## config.mk

```make
export PLATFORM = sky130hd
export DESIGN_NAME = bmp_stream_writer
export DESIGN_NICKNAME = d
export VERILOG_FILES = /design/src/design/bsw_pkg.sv /design/src/design/bsw_cfg.sv /design/src/design/bsw_front.sv /design/src/design/bsw_fifo.sv /design/src/design/bsw_back.sv /design/src/design/bmp_stream_writer.sv
export VERILOG_INCLUDE_DIRS = /design/src /design/src/design
export SDC_FILE = /design/constraint.sdc
export NUM_CORES = 1
export LEC_CHECK = 0
export CORE_ASPECT_RATIO = 1.25
export CORE_MARGIN = 1
export CORE_UTILIZATION = 51
export CTS_CLUSTER_SIZE = 30
export DETAILED_ROUTE_END_ITERATION = 8
export DONT_BUFFER_PORTS = 1
export PLACE_DENSITY = 0.63
export SLEW_MARGIN = 10
export SYNTH_ARGS = -nofsm -noshare
export SYNTH_HDL_FRONTEND = slang
export SYNTH_SLANG_ARGS = --single-unit
```

## constraint.sdc

```tcl
create_clock -name i_clk -period 12.05 [get_ports i_clk]
set_clock_uncertainty 0.2 [all_clocks]
set_input_delay 1.8075 -clock i_clk [delete_from_list [all_inputs] [get_ports i_clk]]
set_output_delay 1.8075 -clock i_clk [all_outputs]
set_load 0.03 [all_outputs]
```

## src/design/bmp_stream_writer_assert.svh

```systemverilog
// Assertion macros shared by the BMP stream writer modules.
// Define ASSERT_OFF to compile the assertions out; needs no other file.
`ifndef BMP_STREAM_WRITER_ASSERT_SVH
`define BMP_STREAM_WRITER_ASSERT_SVH
`ifndef ASSERT_OFF
`define BSW_ASSERT(label, clk, rst_n, prop, msg) \
    label: assert property (@(posedge clk) disable iff (!rst_n) prop) else $error(msg);
`define BSW_NEVER(label, clk, rst_n, cond, msg) \
    label: assert property (@(posedge clk) disable iff (!rst_n) !(cond)) else $error(msg);
`else
`define BSW_ASSERT(label, clk, rst_n, prop, msg)
`define BSW_NEVER(label, clk, rst_n, cond, msg)
`endif
`endif

```

## src/design/bsw_pkg.sv

```systemverilog
// Types, codes and header helpers for the BMP stream writer.
// Depends on nothing; every module file imports it.
package bsw_pkg;

    localparam int DIM_W      = 14;
    localparam int DIM_LIMIT  = 16383;
    localparam int HDR_LEN    = 14 + 40;
    localparam int IDX_W      = 6;
    localparam int FIFO_DEPTH = 4;

    localparam logic [1:0] KIND_START   = 2'd0;
    localparam logic [1:0] KIND_PALETTE = 2'd1;
    localparam logic [1:0] KIND_PIXEL   = 2'd2;

    localparam logic [1:0] MODE_RGB24 = 2'd0;
    localparam logic [1:0] MODE_IDX8  = 2'd1;
    localparam logic [1:0] MODE_MONO  = 2'd2;
    localparam logic [1:0] MODE_RSVD  = 2'd3;

    localparam logic [1:0] REG_MODE   = 2'd0;
    localparam logic [1:0] REG_WIDTH  = 2'd1;
    localparam logic [1:0] REG_HEIGHT = 2'd2;

    localparam logic [31:0] DIB_SIZE     = 32'd40;
    localparam logic [31:0] PLANES       = 32'd1;
    localparam logic [31:0] MAGIC_BM     = 32'h0000_4D42;
    localparam int          LUT_IDX8_LEN = 4 * 256;
    localparam int          LUT_MONO_LEN = 4 * 2;

    typedef struct packed {
        logic [1:0] kind;
        logic [7:0] red;
        logic [7:0] green;
        logic [7:0] blue;
        logic [7:0] pixel_value;
    } t_item;

    typedef struct packed {
        logic [7:0] out_byte;
        logic       run_last;
        logic       frame_end;
    } t_result;

    // Effective configuration as seen by the datapath.
    typedef struct packed {
        logic [1:0]       mode;
        logic [DIM_W-1:0] width;
        logic [DIM_W-1:0] height;
        logic [31:0]      image_size;
        logic [31:0]      file_size;
    } t_cfg;

    // One unit of work for the byte emitter.
    typedef struct packed {
        logic            hdr;
        logic [2:0][7:0] data;
        logic [1:0]      ndata;
        logic [2:0]      nbytes;
        logic            frame_end;
    } t_job;

    function automatic logic [10:0] hdr_offset(input logic [1:0] mode);
        logic [10:0] off;
        case (mode)
            MODE_IDX8: off = 11'(HDR_LEN + LUT_IDX8_LEN);
            MODE_MONO: off = 11'(HDR_LEN + LUT_MONO_LEN);
            default:   off = 11'(HDR_LEN);
        endcase
        return off;
    endfunction

    // Byte idx of the 54-byte file and DIB header, all fields little endian.
    function automatic logic [7:0] hdr_byte(input logic [IDX_W-1:0] idx, input t_cfg cfg);
        logic [31:0]      word;
        logic [IDX_W-1:0] base;
        logic [1:0]       lane;
        logic [31:0]      bpp;
        logic [31:0]      colors;
        case (cfg.mode)
            MODE_IDX8: begin
                bpp    = 32'd8;
                colors = 32'd256;
            end
            MODE_MONO: begin
                bpp    = 32'd1;
                colors = 32'd2;
            end
            default: begin
                bpp    = 32'd24;
                colors = 32'd0;
            end
        endcase
        case (idx) inside
            [6'd0:6'd1]: begin
                word = MAGIC_BM;
                base = 6'd0;
            end
            [6'd2:6'd5]: begin
                word = cfg.file_size;
                base = 6'd2;
            end
            [6'd10:6'd13]: begin
                word = 32'(hdr_offset(cfg.mode));
                base = 6'd10;
            end
            [6'd14:6'd17]: begin
                word = DIB_SIZE;
                base = 6'd14;
            end
            [6'd18:6'd21]: begin
                word = 32'(cfg.width);
                base = 6'd18;
            end
            [6'd22:6'd25]: begin
                word = 32'(cfg.height);
                base = 6'd22;
            end
            [6'd26:6'd27]: begin
                word = PLANES;
                base = 6'd26;
            end
            [6'd28:6'd29]: begin
                word = bpp;
                base = 6'd28;
            end
            [6'd34:6'd37]: begin
                word = cfg.image_size;
                base = 6'd34;
            end
            [6'd46:6'd49]: begin
                word = colors;
                base = 6'd46;
            end
            [6'd50:6'd53]: begin
                word = colors;
                base = 6'd50;
            end
            default: begin
                word = 32'd0;
                base = idx;
            end
        endcase
        lane = 2'(idx - base);
        return word[{lane, 3'b000} +: 8];
    endfunction

endpackage

```

## src/design/bsw_cfg.sv

```systemverilog
// Configuration registers of the BMP stream writer with the APB-style port.
// Also derives clamped geometry and the header sizes. Depends on bsw_pkg.
module bsw_cfg import bsw_pkg::*; #(
    parameter int MAX_DIM = 8192
) (
    input  logic        i_clk,
    input  logic        i_rst_n,
    input  logic        psel,
    input  logic        penable,
    input  logic        pwrite,
    input  logic [3:0]  paddr,
    input  logic [31:0] pwdata,
    output logic [31:0] prdata,
    output logic        pready,
    output t_cfg        o_cfg
);

    localparam int               DIM_CAP = (MAX_DIM > DIM_LIMIT) ? DIM_LIMIT : MAX_DIM;
    localparam logic [DIM_W-1:0] CAP_V   = DIM_W'(DIM_CAP);
    localparam int               RB_W    = DIM_W + 2;

    logic [1:0]       r_mode;
    logic [DIM_W-1:0] r_width;
    logic [DIM_W-1:0] r_height;
    logic [31:0]      r_image_size;
    logic [31:0]      r_file_size;

    logic [1:0]         eff_mode;
    logic [DIM_W-1:0]   eff_width;
    logic [DIM_W-1:0]   eff_height;
    logic [RB_W-1:0]    row_data;
    logic [RB_W-1:0]    row_bytes;
    logic [29:0]        product;
    logic               wr_en;
    logic [1:0]         reg_idx;

    assign pready  = 1'b1;
    assign reg_idx = paddr[3:2];
    assign wr_en   = psel && penable && pwrite;

    always_ff @(posedge i_clk) begin
        if (!i_rst_n) begin
            r_mode   <= MODE_RGB24;
            r_width  <= DIM_W'(1);
            r_height <= DIM_W'(1);
        end else if (wr_en) begin
            case (reg_idx)
                REG_MODE:   r_mode   <= pwdata[1:0];
                REG_WIDTH:  r_width  <= pwdata[DIM_W-1:0];
                REG_HEIGHT: r_height <= pwdata[DIM_W-1:0];
                default: ;
            endcase
        end
    end

    always_comb begin
        case (reg_idx)
            REG_MODE:   prdata = 32'(r_mode);
            REG_WIDTH:  prdata = 32'(r_width);
            REG_HEIGHT: prdata = 32'(r_height);
            default:    prdata = 32'd0;
        endcase
    end

    assign eff_mode   = (r_mode == MODE_RSVD) ? MODE_RGB24 : r_mode;
    assign eff_width  = (r_width == '0) ? DIM_W'(1) :
                        ((r_width > CAP_V) ? CAP_V : r_width);
    assign eff_height = (r_height == '0) ? DIM_W'(1) :
                        ((r_height > CAP_V) ? CAP_V : r_height);

    always_comb begin
        case (eff_mode)
            MODE_IDX8: row_data = RB_W'(eff_width);
            MODE_MONO: row_data = (RB_W'(eff_width) + RB_W'(7)) >> 3;
            default:   row_data = {1'b0, eff_width, 1'b0} + RB_W'(eff_width);
        endcase
    end

    assign row_bytes = (row_data + RB_W'(3)) & ~RB_W'(3);
    assign product   = 30'(row_bytes) * 30'(eff_height);

    // Sizes settle through the image size and then the file size register; the header needs them later.
    always_ff @(posedge i_clk) begin
        r_image_size <= 32'(product);
        r_file_size  <= r_image_size + 32'(hdr_offset(eff_mode));
    end

    assign o_cfg.mode       = eff_mode;
    assign o_cfg.width      = eff_width;
    assign o_cfg.height     = eff_height;
    assign o_cfg.image_size = r_image_size;
    assign o_cfg.file_size  = r_file_size;

endmodule

```

## src/design/bsw_front.sv

```systemverilog
// Front end: accepts items, tracks row, column and 1-bit packing state,
// and turns each item that yields bytes into a byte job. Depends on bsw_pkg.
module bsw_front import bsw_pkg::*; #(
    parameter int MAX_DIM = 8192
) (
    input  logic  i_clk,
    input  logic  i_rst_n,
    input  logic  i_push,
    input  t_item i_item,
    input  t_cfg  i_cfg,
    input  logic  i_q_full,
    output logic  o_job_push,
    output t_job  o_job
);

    localparam int DIM_CAP = (MAX_DIM > DIM_LIMIT) ? DIM_LIMIT : MAX_DIM;
    localparam int CNT_W   = $clog2(DIM_CAP);
    localparam int CMP_W   = DIM_W + 1;

    logic [CNT_W-1:0] r_col;
    logic [CNT_W-1:0] r_row;
    logic [7:0]       r_acc;
    logic [2:0]       r_bits;

    logic [CNT_W-1:0] n_col;
    logic [CNT_W-1:0] n_row;
    logic [7:0]       n_acc;
    logic [2:0]       n_bits;

    logic             accept;
    logic [CNT_W:0]   col_inc;
    logic [CNT_W:0]   row_inc;
    logic             row_end;
    logic             frame_done;
    logic [3:0]       bits_inc;
    logic [7:0]       acc_shift;
    logic [DIM_W:0]   mono_sum;
    logic [1:0]       row_pad;
    t_job             job;

    assign accept     = i_push && !i_q_full;
    assign col_inc    = {1'b0, r_col} + 1'b1;
    assign row_inc    = {1'b0, r_row} + 1'b1;
    assign row_end    = CMP_W'(col_inc) >= CMP_W'(i_cfg.width);
    assign frame_done = CMP_W'(row_inc) >= CMP_W'(i_cfg.height);
    assign bits_inc   = {1'b0, r_bits} + 4'd1;
    assign acc_shift  = {r_acc[6:0], i_item.pixel_value[0]};
    assign mono_sum   = {1'b0, i_cfg.width} + (DIM_W+1)'(7);

    // Padding to the next multiple of four bytes.
    always_comb begin
        case (i_cfg.mode)
            MODE_IDX8: row_pad = 2'd0 - i_cfg.width[1:0];
            MODE_MONO: row_pad = 2'd0 - mono_sum[4:3];
            default:   row_pad = 2'd0 - 2'(i_cfg.width[1:0] + {i_cfg.width[0], 1'b0});
        endcase
    end

    always_comb begin
        job         = '0;
        n_col       = r_col;
        n_row       = r_row;
        n_acc       = r_acc;
        n_bits      = r_bits;
        case (i_item.kind)
            KIND_START: begin
                job.hdr = 1'b1;
                n_col   = '0;
                n_row   = '0;
                n_acc   = '0;
                n_bits  = '0;
            end
            KIND_PALETTE: begin
                if (i_cfg.mode != MODE_RGB24) begin
                    job.data   = {i_item.red, i_item.green, i_item.blue};
                    job.ndata  = 2'd3;
                    job.nbytes = 3'd4;
                end
            end
            KIND_PIXEL: begin
                case (i_cfg.mode)
                    MODE_IDX8: begin
                        job.data[0] = i_item.pixel_value;
                        job.ndata   = 2'd1;
                    end
                    MODE_MONO: begin
                        if (bits_inc == 4'd8) begin
                            job.data[0] = acc_shift;
                            job.ndata   = 2'd1;
                            n_acc       = '0;
                            n_bits      = '0;
                        end else begin
                            n_acc  = acc_shift;
                            n_bits = bits_inc[2:0];
                        end
                    end
                    default: begin
                        job.data  = {i_item.red, i_item.green, i_item.blue};
                        job.ndata = 2'd3;
                    end
                endcase
                if (row_end) begin
                    // A partial packed byte is flushed MSB aligned at row end.
                    if (i_cfg.mode == MODE_MONO && n_bits != 3'd0) begin
                        job.data[0] = n_acc << (3'd0 - n_bits);
                        job.ndata   = 2'd1;
                        n_acc       = '0;
                        n_bits      = '0;
                    end
                    job.nbytes = 3'(job.ndata) + 3'(row_pad);
                    n_col      = '0;
                    if (frame_done) begin
                        n_row         = '0;
                        job.frame_end = 1'b1;
                    end else begin
                        n_row = row_inc[CNT_W-1:0];
                    end
                end else begin
                    job.nbytes = 3'(job.ndata);
                    n_col      = col_inc[CNT_W-1:0];
                end
            end
            default: ;
        endcase
    end

    assign o_job      = job;
    assign o_job_push = accept && (job.hdr || job.nbytes != 3'd0);

    always_ff @(posedge i_clk) begin
        if (!i_rst_n) begin
            r_col  <= '0;
            r_row  <= '0;
            r_acc  <= '0;
            r_bits <= '0;
        end else if (accept) begin
            r_col  <= n_col;
            r_row  <= n_row;
            r_acc  <= n_acc;
            r_bits <= n_bits;
        end
    end

endmodule

```

## src/design/bsw_fifo.sv

```systemverilog
// Short job queue between the front end and the byte emitter.
// Head is shown while not empty. Depends on bsw_pkg and the assertion header.
`include "bmp_stream_writer_assert.svh"
module bsw_fifo import bsw_pkg::*; (
    input  logic i_clk,
    input  logic i_rst_n,
    input  logic i_push,
    input  t_job i_job,
    input  logic i_pop,
    output logic o_full,
    output logic o_valid,
    output t_job o_head
);

    localparam int               PTR_W   = $clog2(FIFO_DEPTH);
    localparam int               CNT_W   = $clog2(FIFO_DEPTH + 1);
    localparam logic [CNT_W-1:0] DEPTH_V = CNT_W'(FIFO_DEPTH);

    t_job             r_entries [FIFO_DEPTH];
    logic [PTR_W-1:0] r_wr_ptr;
    logic [PTR_W-1:0] r_rd_ptr;
    logic [CNT_W-1:0] r_count;
    logic             wr_en;

    assign o_full  = (r_count == DEPTH_V);
    assign o_valid = (r_count != '0);
    assign o_head  = r_entries[r_rd_ptr];
    assign wr_en   = i_push && !o_full;

    always_ff @(posedge i_clk) begin
        if (wr_en) begin
            r_entries[r_wr_ptr] <= i_job;
        end
    end

    always_ff @(posedge i_clk) begin
        if (!i_rst_n) begin
            r_wr_ptr <= '0;
            r_rd_ptr <= '0;
            r_count  <= '0;
        end else begin
            if (wr_en) begin
                r_wr_ptr <= r_wr_ptr + 1'b1;
            end
            if (i_pop) begin
                r_rd_ptr <= r_rd_ptr + 1'b1;
            end
            r_count <= r_count + CNT_W'(wr_en) - CNT_W'(i_pop);
        end
    end

    `BSW_ASSERT(a_ptr_count, i_clk, i_rst_n, (r_wr_ptr - r_rd_ptr) == PTR_W'(r_count), "queue pointers disagree with count")
    `BSW_ASSERT(a_no_underflow, i_clk, i_rst_n, i_pop |-> (r_count != '0), "job queue popped while empty")

endmodule

```

## src/design/bsw_back.sv

```systemverilog
// Back end: walks the head job byte by byte into the result register.
// Depends on bsw_pkg and the assertion header.
`include "bmp_stream_writer_assert.svh"
module bsw_back import bsw_pkg::*; (
    input  logic    i_clk,
    input  logic    i_rst_n,
    input  logic    i_head_valid,
    input  t_job    i_head,
    input  t_cfg    i_cfg,
    input  logic    pop,
    output logic    o_pop,
    output logic    empty,
    output t_result o_result
);

    logic [IDX_W-1:0] r_idx;
    logic             r_out_valid;
    t_result          r_out;

    logic [IDX_W-1:0] idx_inc;
    logic             last_byte;
    logic             load;
    logic [7:0]       data_byte;
    logic [7:0]       cur_byte;

    assign idx_inc   = r_idx + IDX_W'(1);
    assign last_byte = i_head.hdr ? (r_idx == IDX_W'(HDR_LEN - 1)) :
                                    (idx_inc == IDX_W'(i_head.nbytes));
    assign data_byte = (r_idx < IDX_W'(i_head.ndata)) ? i_head.data[r_idx[1:0]] : 8'h00;
    assign cur_byte  = i_head.hdr ? hdr_byte(r_idx, i_cfg) : data_byte;
    assign load      = i_head_valid && (!r_out_valid || pop);
    assign o_pop     = load && last_byte;

    always_ff @(posedge i_clk) begin
        if (!i_rst_n) begin
            r_idx       <= '0;
            r_out_valid <= 1'b0;
        end else begin
            if (load) begin
                r_idx <= last_byte ? '0 : idx_inc;
            end
            if (load) begin
                r_out_valid <= 1'b1;
            end else if (pop) begin
                r_out_valid <= 1'b0;
            end
        end
    end

    always_ff @(posedge i_clk) begin
        if (load) begin
            r_out.out_byte  <= cur_byte;
            r_out.run_last  <= last_byte;
            r_out.frame_end <= last_byte && i_head.frame_end;
        end
    end

    assign empty    = !r_out_valid;
    assign o_result = r_out;

    `BSW_ASSERT(a_data_idx, i_clk, i_rst_n, (i_head_valid && !i_head.hdr) |-> (r_idx < IDX_W'(i_head.nbytes)), "byte index ran past data job")
    `BSW_ASSERT(a_idx_rewind, i_clk, i_rst_n, o_pop |=> (r_idx == '0), "byte index not rewound after job")
    `BSW_NEVER(a_end_last, i_clk, i_rst_n, r_out_valid && r_out.frame_end && !r_out.run_last, "frame end off the last byte of an item")

endmodule

```

## src/design/bmp_stream_writer.sv

```systemverilog
// Top level of the BMP stream writer: APB-style registers, front end,
// job queue and byte emitter. Depends on bsw_pkg and all bsw_ modules.
//
// Items enter through a queue-style port: an item is taken at a clock edge
// with push high and full low. kind selects a start item (the 54-byte file
// and DIB header), a palette entry (B, G, R, 0) or a pixel (three, one or a
// packed eighth of a byte, plus row padding). Result bytes leave through a
// second queue-style port: the oldest byte sits on o_result while empty is
// low and is taken at an edge with pop high.
// An item's first byte passes through the job queue and the result register.
// The byte emitter sets the pace: one byte per cycle while pop is high, so
// a 24-bit pixel gives three bytes, a palette entry four and a header 54. A
// four-entry job queue lets new items enter while bytes still drain.
// When the receiver stalls, the result register holds its byte, the queue
// fills and full rises; nothing is dropped. Reset empties the queue and the
// result register, clears row, column and packing state and sets mode 0 with
// a 1 x 1 image. Header sizes are registered after a register write.
// Registers lie at byte addresses 0 (mode), 4 (width) and 8 (height).
module bmp_stream_writer import bsw_pkg::*; #(
    parameter int MAX_DIM = 8192
) (
    input  logic        i_clk,
    input  logic        i_rst_n,
    input  logic        psel,
    input  logic        penable,
    input  logic        pwrite,
    input  logic [3:0]  paddr,
    input  logic [31:0] pwdata,
    output logic [31:0] prdata,
    output logic        pready,
    input  logic        push,
    input  t_item       i_item,
    output logic        full,
    input  logic        pop,
    output t_result     o_result,
    output logic        empty
);

    // Clamped configuration and the derived header sizes.
    t_cfg cfg;

    // Job handoff between the front end and the queue.
    logic job_push;
    t_job job;

    // Queue head and the pop from the byte emitter.
    logic q_full;
    logic q_valid;
    t_job q_head;
    logic q_pop;

    bsw_cfg #(
        .MAX_DIM (MAX_DIM)
    ) u_cfg (
        .i_clk   (i_clk),
        .i_rst_n (i_rst_n),
        .psel    (psel),
        .penable (penable),
        .pwrite  (pwrite),
        .paddr   (paddr),
        .pwdata  (pwdata),
        .prdata  (prdata),
        .pready  (pready),
        .o_cfg   (cfg)
    );

    // The front end takes every item while the queue has room, including
    // items that produce no bytes; those only update the row state.
    bsw_front #(
        .MAX_DIM (MAX_DIM)
    ) u_front (
        .i_clk      (i_clk),
        .i_rst_n    (i_rst_n),
        .i_push     (push),
        .i_item     (i_item),
        .i_cfg      (cfg),
        .i_q_full   (q_full),
        .o_job_push (job_push),
        .o_job      (job)
    );

    bsw_fifo u_fifo (
        .i_clk   (i_clk),
        .i_rst_n (i_rst_n),
        .i_push  (job_push),
        .i_job   (job),
        .i_pop   (q_pop),
        .o_full  (q_full),
        .o_valid (q_valid),
        .o_head  (q_head)
    );

    // The emitter retires a job from the queue when its last byte is loaded.
    bsw_back u_back (
        .i_clk        (i_clk),
        .i_rst_n      (i_rst_n),
        .i_head_valid (q_valid),
        .i_head       (q_head),
        .i_cfg        (cfg),
        .pop          (pop),
        .o_pop        (q_pop),
        .empty        (empty),
        .o_result     (o_result)
    );

    assign full = q_full;

endmodule
```

==> run_results.csv, run 1 <==
group,metric,value,unit
place,numPlacedInstances,2825,
sta,maxSlewViolCount,0,
place,placed_cell_area,22800,um^2
yosys,synth_edf_count,134,
clocking,cts_root_buf,"clkbuf_16",
critical_path,critPathMaxFanout,16,
yosys,ys_top_cells_by_area,"edfxtp_1, fa_1, dfxtp_1",
final_layout,fillCellCount,3948,
critical_path,critPathBufInv,5,
grt,grt_antenna_before_repair,1,
critical_path,path_delay_family,"adder cells",
final_layout,fin_cells,2876,
route,routed_wl,60.6,mm
final_layout,area_growth,6.16,%
grt,grt_pass1_wl,97.3,mm
yosys,synthMuxAreaShare,5.94,%
floorplanning,die_h,236,um
grt,grt_use_met3,2.83,%
yosys,yosys_most_used_dff,"dfxtp_1",
critical_path,rrSetupSlack,1.19,ns
sta,worst_slew_pin_slew,1.19,ns
final_layout,drive_gt1_share,6.92,%
grt,grt.met1_usage,33.8,%
route,drc,0,
route,via_count,17300,
grt,grtUsageMet2,48.9,%
yosys,netlist.area_leader.share,18.0,%
clocking,cts.sinks,274,
worst_hold_path,hold_path_class,"register to register",
place,dp_hpwl,45.7,mm
clocking,h-tree-depth,1,
clocking,clk_path_buf_depth,3,
yosys,synth.most_common_cell,"nand2_1",
yosys,syn_area_per_cell,9.54,um^2
final_layout,seqCellArea,6830,um^2
grt,grt_usage,27.7,%
power,total_leakage_power,10.1,nW
floorplanning,core,43200,um^2
critical_path,worst_path_largest_cell_delay,0.77,ns
clocking,clkSlewWorstSetupHoldPaths,0.06,ns
yosys,synth_compound_area_share,14.6,%
yosys,yosysWarnings,0,
final_layout,n_antenna_cell,0,
place,numPortBuffers,0,
yosys,synth_fa_ha_area_share,21.6,%
sta,fmaxAchievable,92.0,MHz
floorplanning,start_util,51.7,%
yosys,synthSimpleGateAreaFrac,16.4,%
floorplanning,die_w,189,um
grt,busiest_layer,"met2",
grt,grt.overflow.total,0,
yosys,ys_async_sr_fraction,0,%
grt,grt_max_degree,92,
flow_run,maxCapViolations,0,
place,gp_congestion,0.900,
sta,rsz0062_at_grt,"no",
yosys,synth_cells,2341,
clocking,clk_latency,0.58,ns
yosys,synthTopCellsByCount,"nand2_1, inv_1, nor2_1, ha_1, fa_1",
yosys,synth_cell_types,90,
critical_path,critPathRequiredTime,12.27,ns
route,drt_iter0_drc,1149,
grt,grt_pass1_vias,17600,
yosys,yosysTopAreaCell,"edfxtp_1",
power,ir_worst_vdd,0.111,mV
critical_path,arrival,11.09,ns
sta,tns,0,ns
route,drt.antenna.violating_nets,0,
floorplanning,rows,85,
yosys,synth_xor_area_share,4.20,%
sta,finalSetupViolations,0,
critical_path,critPathKind,"register to register",
route,via_per_inst,6.00,
power,power.total,0.00235,W
run_status,outcome,"finished clean",
final_layout,final_net_count,2666,
yosys,synth_top_family_by_area,"adder cells",
yosys,ys_ff_latch,274,
floorplanning,dieArea,44600,um^2
yosys,yosysSeqAreaShare,30.6,%
clocking,cts_tree,"yes",
sta,min_period,10.86,ns
route,wl_per_cell,21.1,um
critical_path,cp_slowest_cell,"o21ai_0",
sta,hold_ws,0.262,ns
final_layout,multiInputGateArea,14100,um^2
floorplanning,num_io_pins,122,
clocking,post_cts_resized,0,
yosys,syn_area,22300,um^2
clocking,post_cts_buffers,0,
route,dr.pass1.iters,5,
clocking,cts_buffers,28,
power,powerDensity,99.2,nW/um^2
critical_path,critPathLaunchType,"register",
critical_path,worst_setup_path_end_kind,"register",
final_layout,design_area,23700,um^2
sta,hold_violations,0,
critical_path,timing.critical_path.mode_cell,"fa_1",
clocking,cts_hold_buf,0,
sta,finalCritPeriodShare,90.2,%
sta,slew_headroom,20.1,%
registers in the layout, summed over array words and instances, names as in the netlist, 2 cells and up, named ones only:
signal              count
u_back.o_result        10
u_cfg.r_width          14
u_front.r_acc           8
u_fifo.r_entries      124
u_cfg.r_file_size      29
u_front.r_bits          3
u_fifo.r_rd_ptr         2
u_back.r_idx            6
u_front.r_col          13
u_cfg.r_mode            2
u_cfg.r_image_size     28
u_fifo.r_wr_ptr         2
u_cfg.r_height         14
u_fifo.r_count          3
u_front.r_row          13
cells in the final DEF (no fill, tap or decap), types with 31 or more instances in the layout:
cell and count:
nor2_1 158, buf_4 46, nor3_1 43, xor2_1 31, a21oi_1 100, mux4_2 38, nor2b_1 65, dfxtp_1 139
ha_1 155, a21boi_0 38, edfxtp_1 134, inv_1 213, fa_1 144, nand2_1 226, mux2i_1 46, nand3_1 49
and2_1 45, o21ai_0 81, xnor2_1 76
final timing paths:
kind / startpoint / end / cells past startpoint
setup / recovery: u_cfg.r_width[7] / u_cfg.r_image_size[29] / 35
hold / removal: u_cfg.r_image_size[2] / u_cfg.r_file_size[2] / 1
setup reg to reg: u_cfg.r_width[7] / u_cfg.r_image_size[29] / 35
hold reg to reg: u_cfg.r_image_size[2] / u_cfg.r_file_size[2] / 1
power breakdown:
part,total [W],switching (W),internal (W)
clock network,0.000849,0.000370,0.000479
logic,0.000391,0.000255,0.000136
registers,0.00111,0.0000683,0.00104
total,0.00235,0.000693,0.00166
final cells by class:
type	instances	share of cell area, %
clock buffer	34	3.09
clock inverter	17	0.723
inverter	220	3.48
multi-input combinational	1720	59.5
sequential	274	28.8
tap	565	2.98
timing repair buffer	46	1.46
routing by layer:
layer  part of all wire [%]  vias to the layer above
li1                       -                     8064
met5                      0                        -
met4                    5.1                        0
met2                     50                      552
met1                     40                     8496
met3                    5.3                      146
through the flow:
step	utilization (%)	setup slack, ns
2_1_floorplan	-	2.99
6_report	54.9	1.19
5_1_grt	54.9	0.560
3_3_place_gp	52.8	1.50
3_5_place_dp	52.8	1.29
4_1_cts	54.9	1.28
cell families after synthesis:
logic type | count (synthesis)
multiplexers | 85
flip-flops | 274
AO/OA/AOI/OAI | 473
other | 2
AND/OR/NAND/NOR | 736
adder cells (fa/ha/maj) | 300
XOR/XNOR | 107
buffers and inverters | 364
Power figures use the tool's default switching activity.
==> inputs of run 2 (changes only) <==
- ABC_CLOCK_PERIOD_IN_PS: not set -> 12050
- REMOVE_ABC_BUFFERS: not set -> 1
==> run_results.csv, run 2 (same netlist as run 1, synthesis figures left out) <==
group,metric,value,unit
run_status,outcome,"finished clean",
final_layout,design_area,23900,um^2
critical_path,critPathKind,"register to register",
clocking,post_cts_resized,0,
clocking,cts_hold_buf,0,
sta,worst_slew_pin_slew,1.20,ns
critical_path,critPathBufInv,3,
route,via_count,17300,
floorplanning,rows,85,
floorplanning,core,43200,um^2
flow_run,maxCapViolations,0,
floorplanning,start_util,51.7,%
final_layout,final_cell_mix,"nand2_1, inv_1, nor2_1",
clocking,cts_root_buf,"clkbuf_16",
final_layout,largest_register_ffs,124,
route,drt_iter0_drc,1217,
place,placed_cell_area,22800,um^2
grt,grt.overflow.total,0,
sta,rsz0062_at_grt,"no",
power,total_leakage_power,10.1,nW
sta,min_period,10.82,ns
final_layout,top_regs,"u_fifo.r_entries (124), u_cfg.r_file_size (29), u_cfg.r_image_size (28)",
sta,finalCritPeriodShare,89.8,%
power,pwr-share-comb,15.6,%
place,gp_congestion,0.903,
power,pwr-share-seq,45.2,%
floorplanning,die_w,189,um
clocking,h-tree-depth,1,
final_layout,utilization,55.3,%
clocking,post_cts_buffers,0,
critical_path,cp_slowest_cell,"o21ai_0",
place,dp_slack,1.38,ns
critical_path,critPathMaxFanout,16,
floorplanning,die_h,236,um
sta,tns,0,ns
floorplanning,num_io_pins,122,
clocking,clk_path_buf_depth,3,
sta,maxSlewViolCount,0,
critical_path,critPathRequiredTime,12.28,ns
power,powerDensity,104,nW/um^2
floorplanning,dieArea,44600,um^2
route,routed_wl,60.9,mm
final_layout,fillCellCount,3920,
final_layout,final_net_count,2667,
power,ir_worst_vdd,0.153,mV
route,dr.pass1.iters,5,
critical_path,worst_path_largest_cell_delay,0.77,ns
critical_path,arrival,11.05,ns
clocking,cts_buffers,31,
critical_path,worst_setup_path_end_kind,"register",
power,switchingPower,0.000745,W
power,p_sw_share,30.1,%
clocking,clkSlewWorstSetupHoldPaths,0.07,ns
sta,fmaxAchievable,92.4,MHz
route,via_per_inst,6.01,
place,numPortBuffers,0,
worst_hold_path,hold_path_class,"register to register",
sta,slew_headroom,19.2,%
route,drt.antenna.violating_nets,0,
grt,grt_pass1_vias,17500,
grt,grt_antenna_before_repair,1,
critical_path,critPathLaunchType,"register",
power,p_int,0.00173,W
grt,grt_pass1_wl,96.8,mm
critical_path,path_delay_family,"adder cells",
grt,grt_usage,27.8,%
place,dp_hpwl,45.2,mm
clocking,clk_latency,0.57,ns
final_layout,largest_register,"u_fifo.r_entries",
final_layout,drive_gt1_share,7.43,%
clocking,cts.sinks,274,
final_layout,area_growth,6.83,%
sta,hold_violations,0,
sta,finalSetupViolations,0,
final_layout,final_common_cell,"nand2_1",
power,clkPwrFrac,39.2,%
route,wl_per_cell,21.1,um
sta,hold_ws,0.280,ns
route,drc,0,
clocking,cts_tree,"yes",
sta,setup_ws,1.23,ns
grt,grt_max_degree,92,
-- run 2: cell type report --
cell class / count / area, um^2 / share of cell area [%]
Antenna cell: 3 / 7.51 / 0.0315
Clock buffer: 31 / 776 / 3.25
Clock inverter: 27 / 289 / 1.21
Inverter: 220 / 826 / 3.46
Multi-Input combinational cell: 1720 / 14100 / 59.1
Sequential cell: 274 / 6830 / 28.6
Tap cell: 565 / 707 / 2.96
Timing Repair Buffer: 44 / 330 / 1.38
-- run 2: worst paths after layout --
check	to	slack (ns)	start	cells after the start
worst max register to register	u_cfg.r_image_size[29]	1.23	u_cfg.r_width[7]	33
worst min register to register	u_cfg.r_file_size[2]	0.28	u_cfg.r_image_size[2]	1
worst max-delay path	u_cfg.r_image_size[29]	1.23	u_cfg.r_width[7]	33
worst min-delay path	u_cfg.r_file_size[2]	0.28	u_cfg.r_image_size[2]	1
-- run 2: power groups by stage --
stage | Combinational, W | Sequential [W] | Clock, W
after detailed placement | 0.000383 | 0.00114 | 0
final | 0.000387 | 0.00112 | 0.000969
after floorplan | 0.000269 | 0.00113 | 0
after CTS | 0.000386 | 0.00112 | 0.000987
after global routing | 0.000424 | 0.00112 | 0.00102
after global placement | 0.000376 | 0.00113 | 0
-- run 2: per-layer routing --
layer  wire length, um  global-route usage, %
met1             24100                   33.8
met2             30200                   48.5
met3              3580                   3.94
met4              3030                   12.5
met5                 0                      0
-- run 2: per-stage QoR --
stage          cells  power [W]
2_1_floorplan   2214    0.00139
3_3_place_gp    2823    0.00151
3_5_place_dp    2823    0.00152
4_1_cts         2881    0.00249
5_1_grt         2881    0.00257
6_report        2884    0.00247
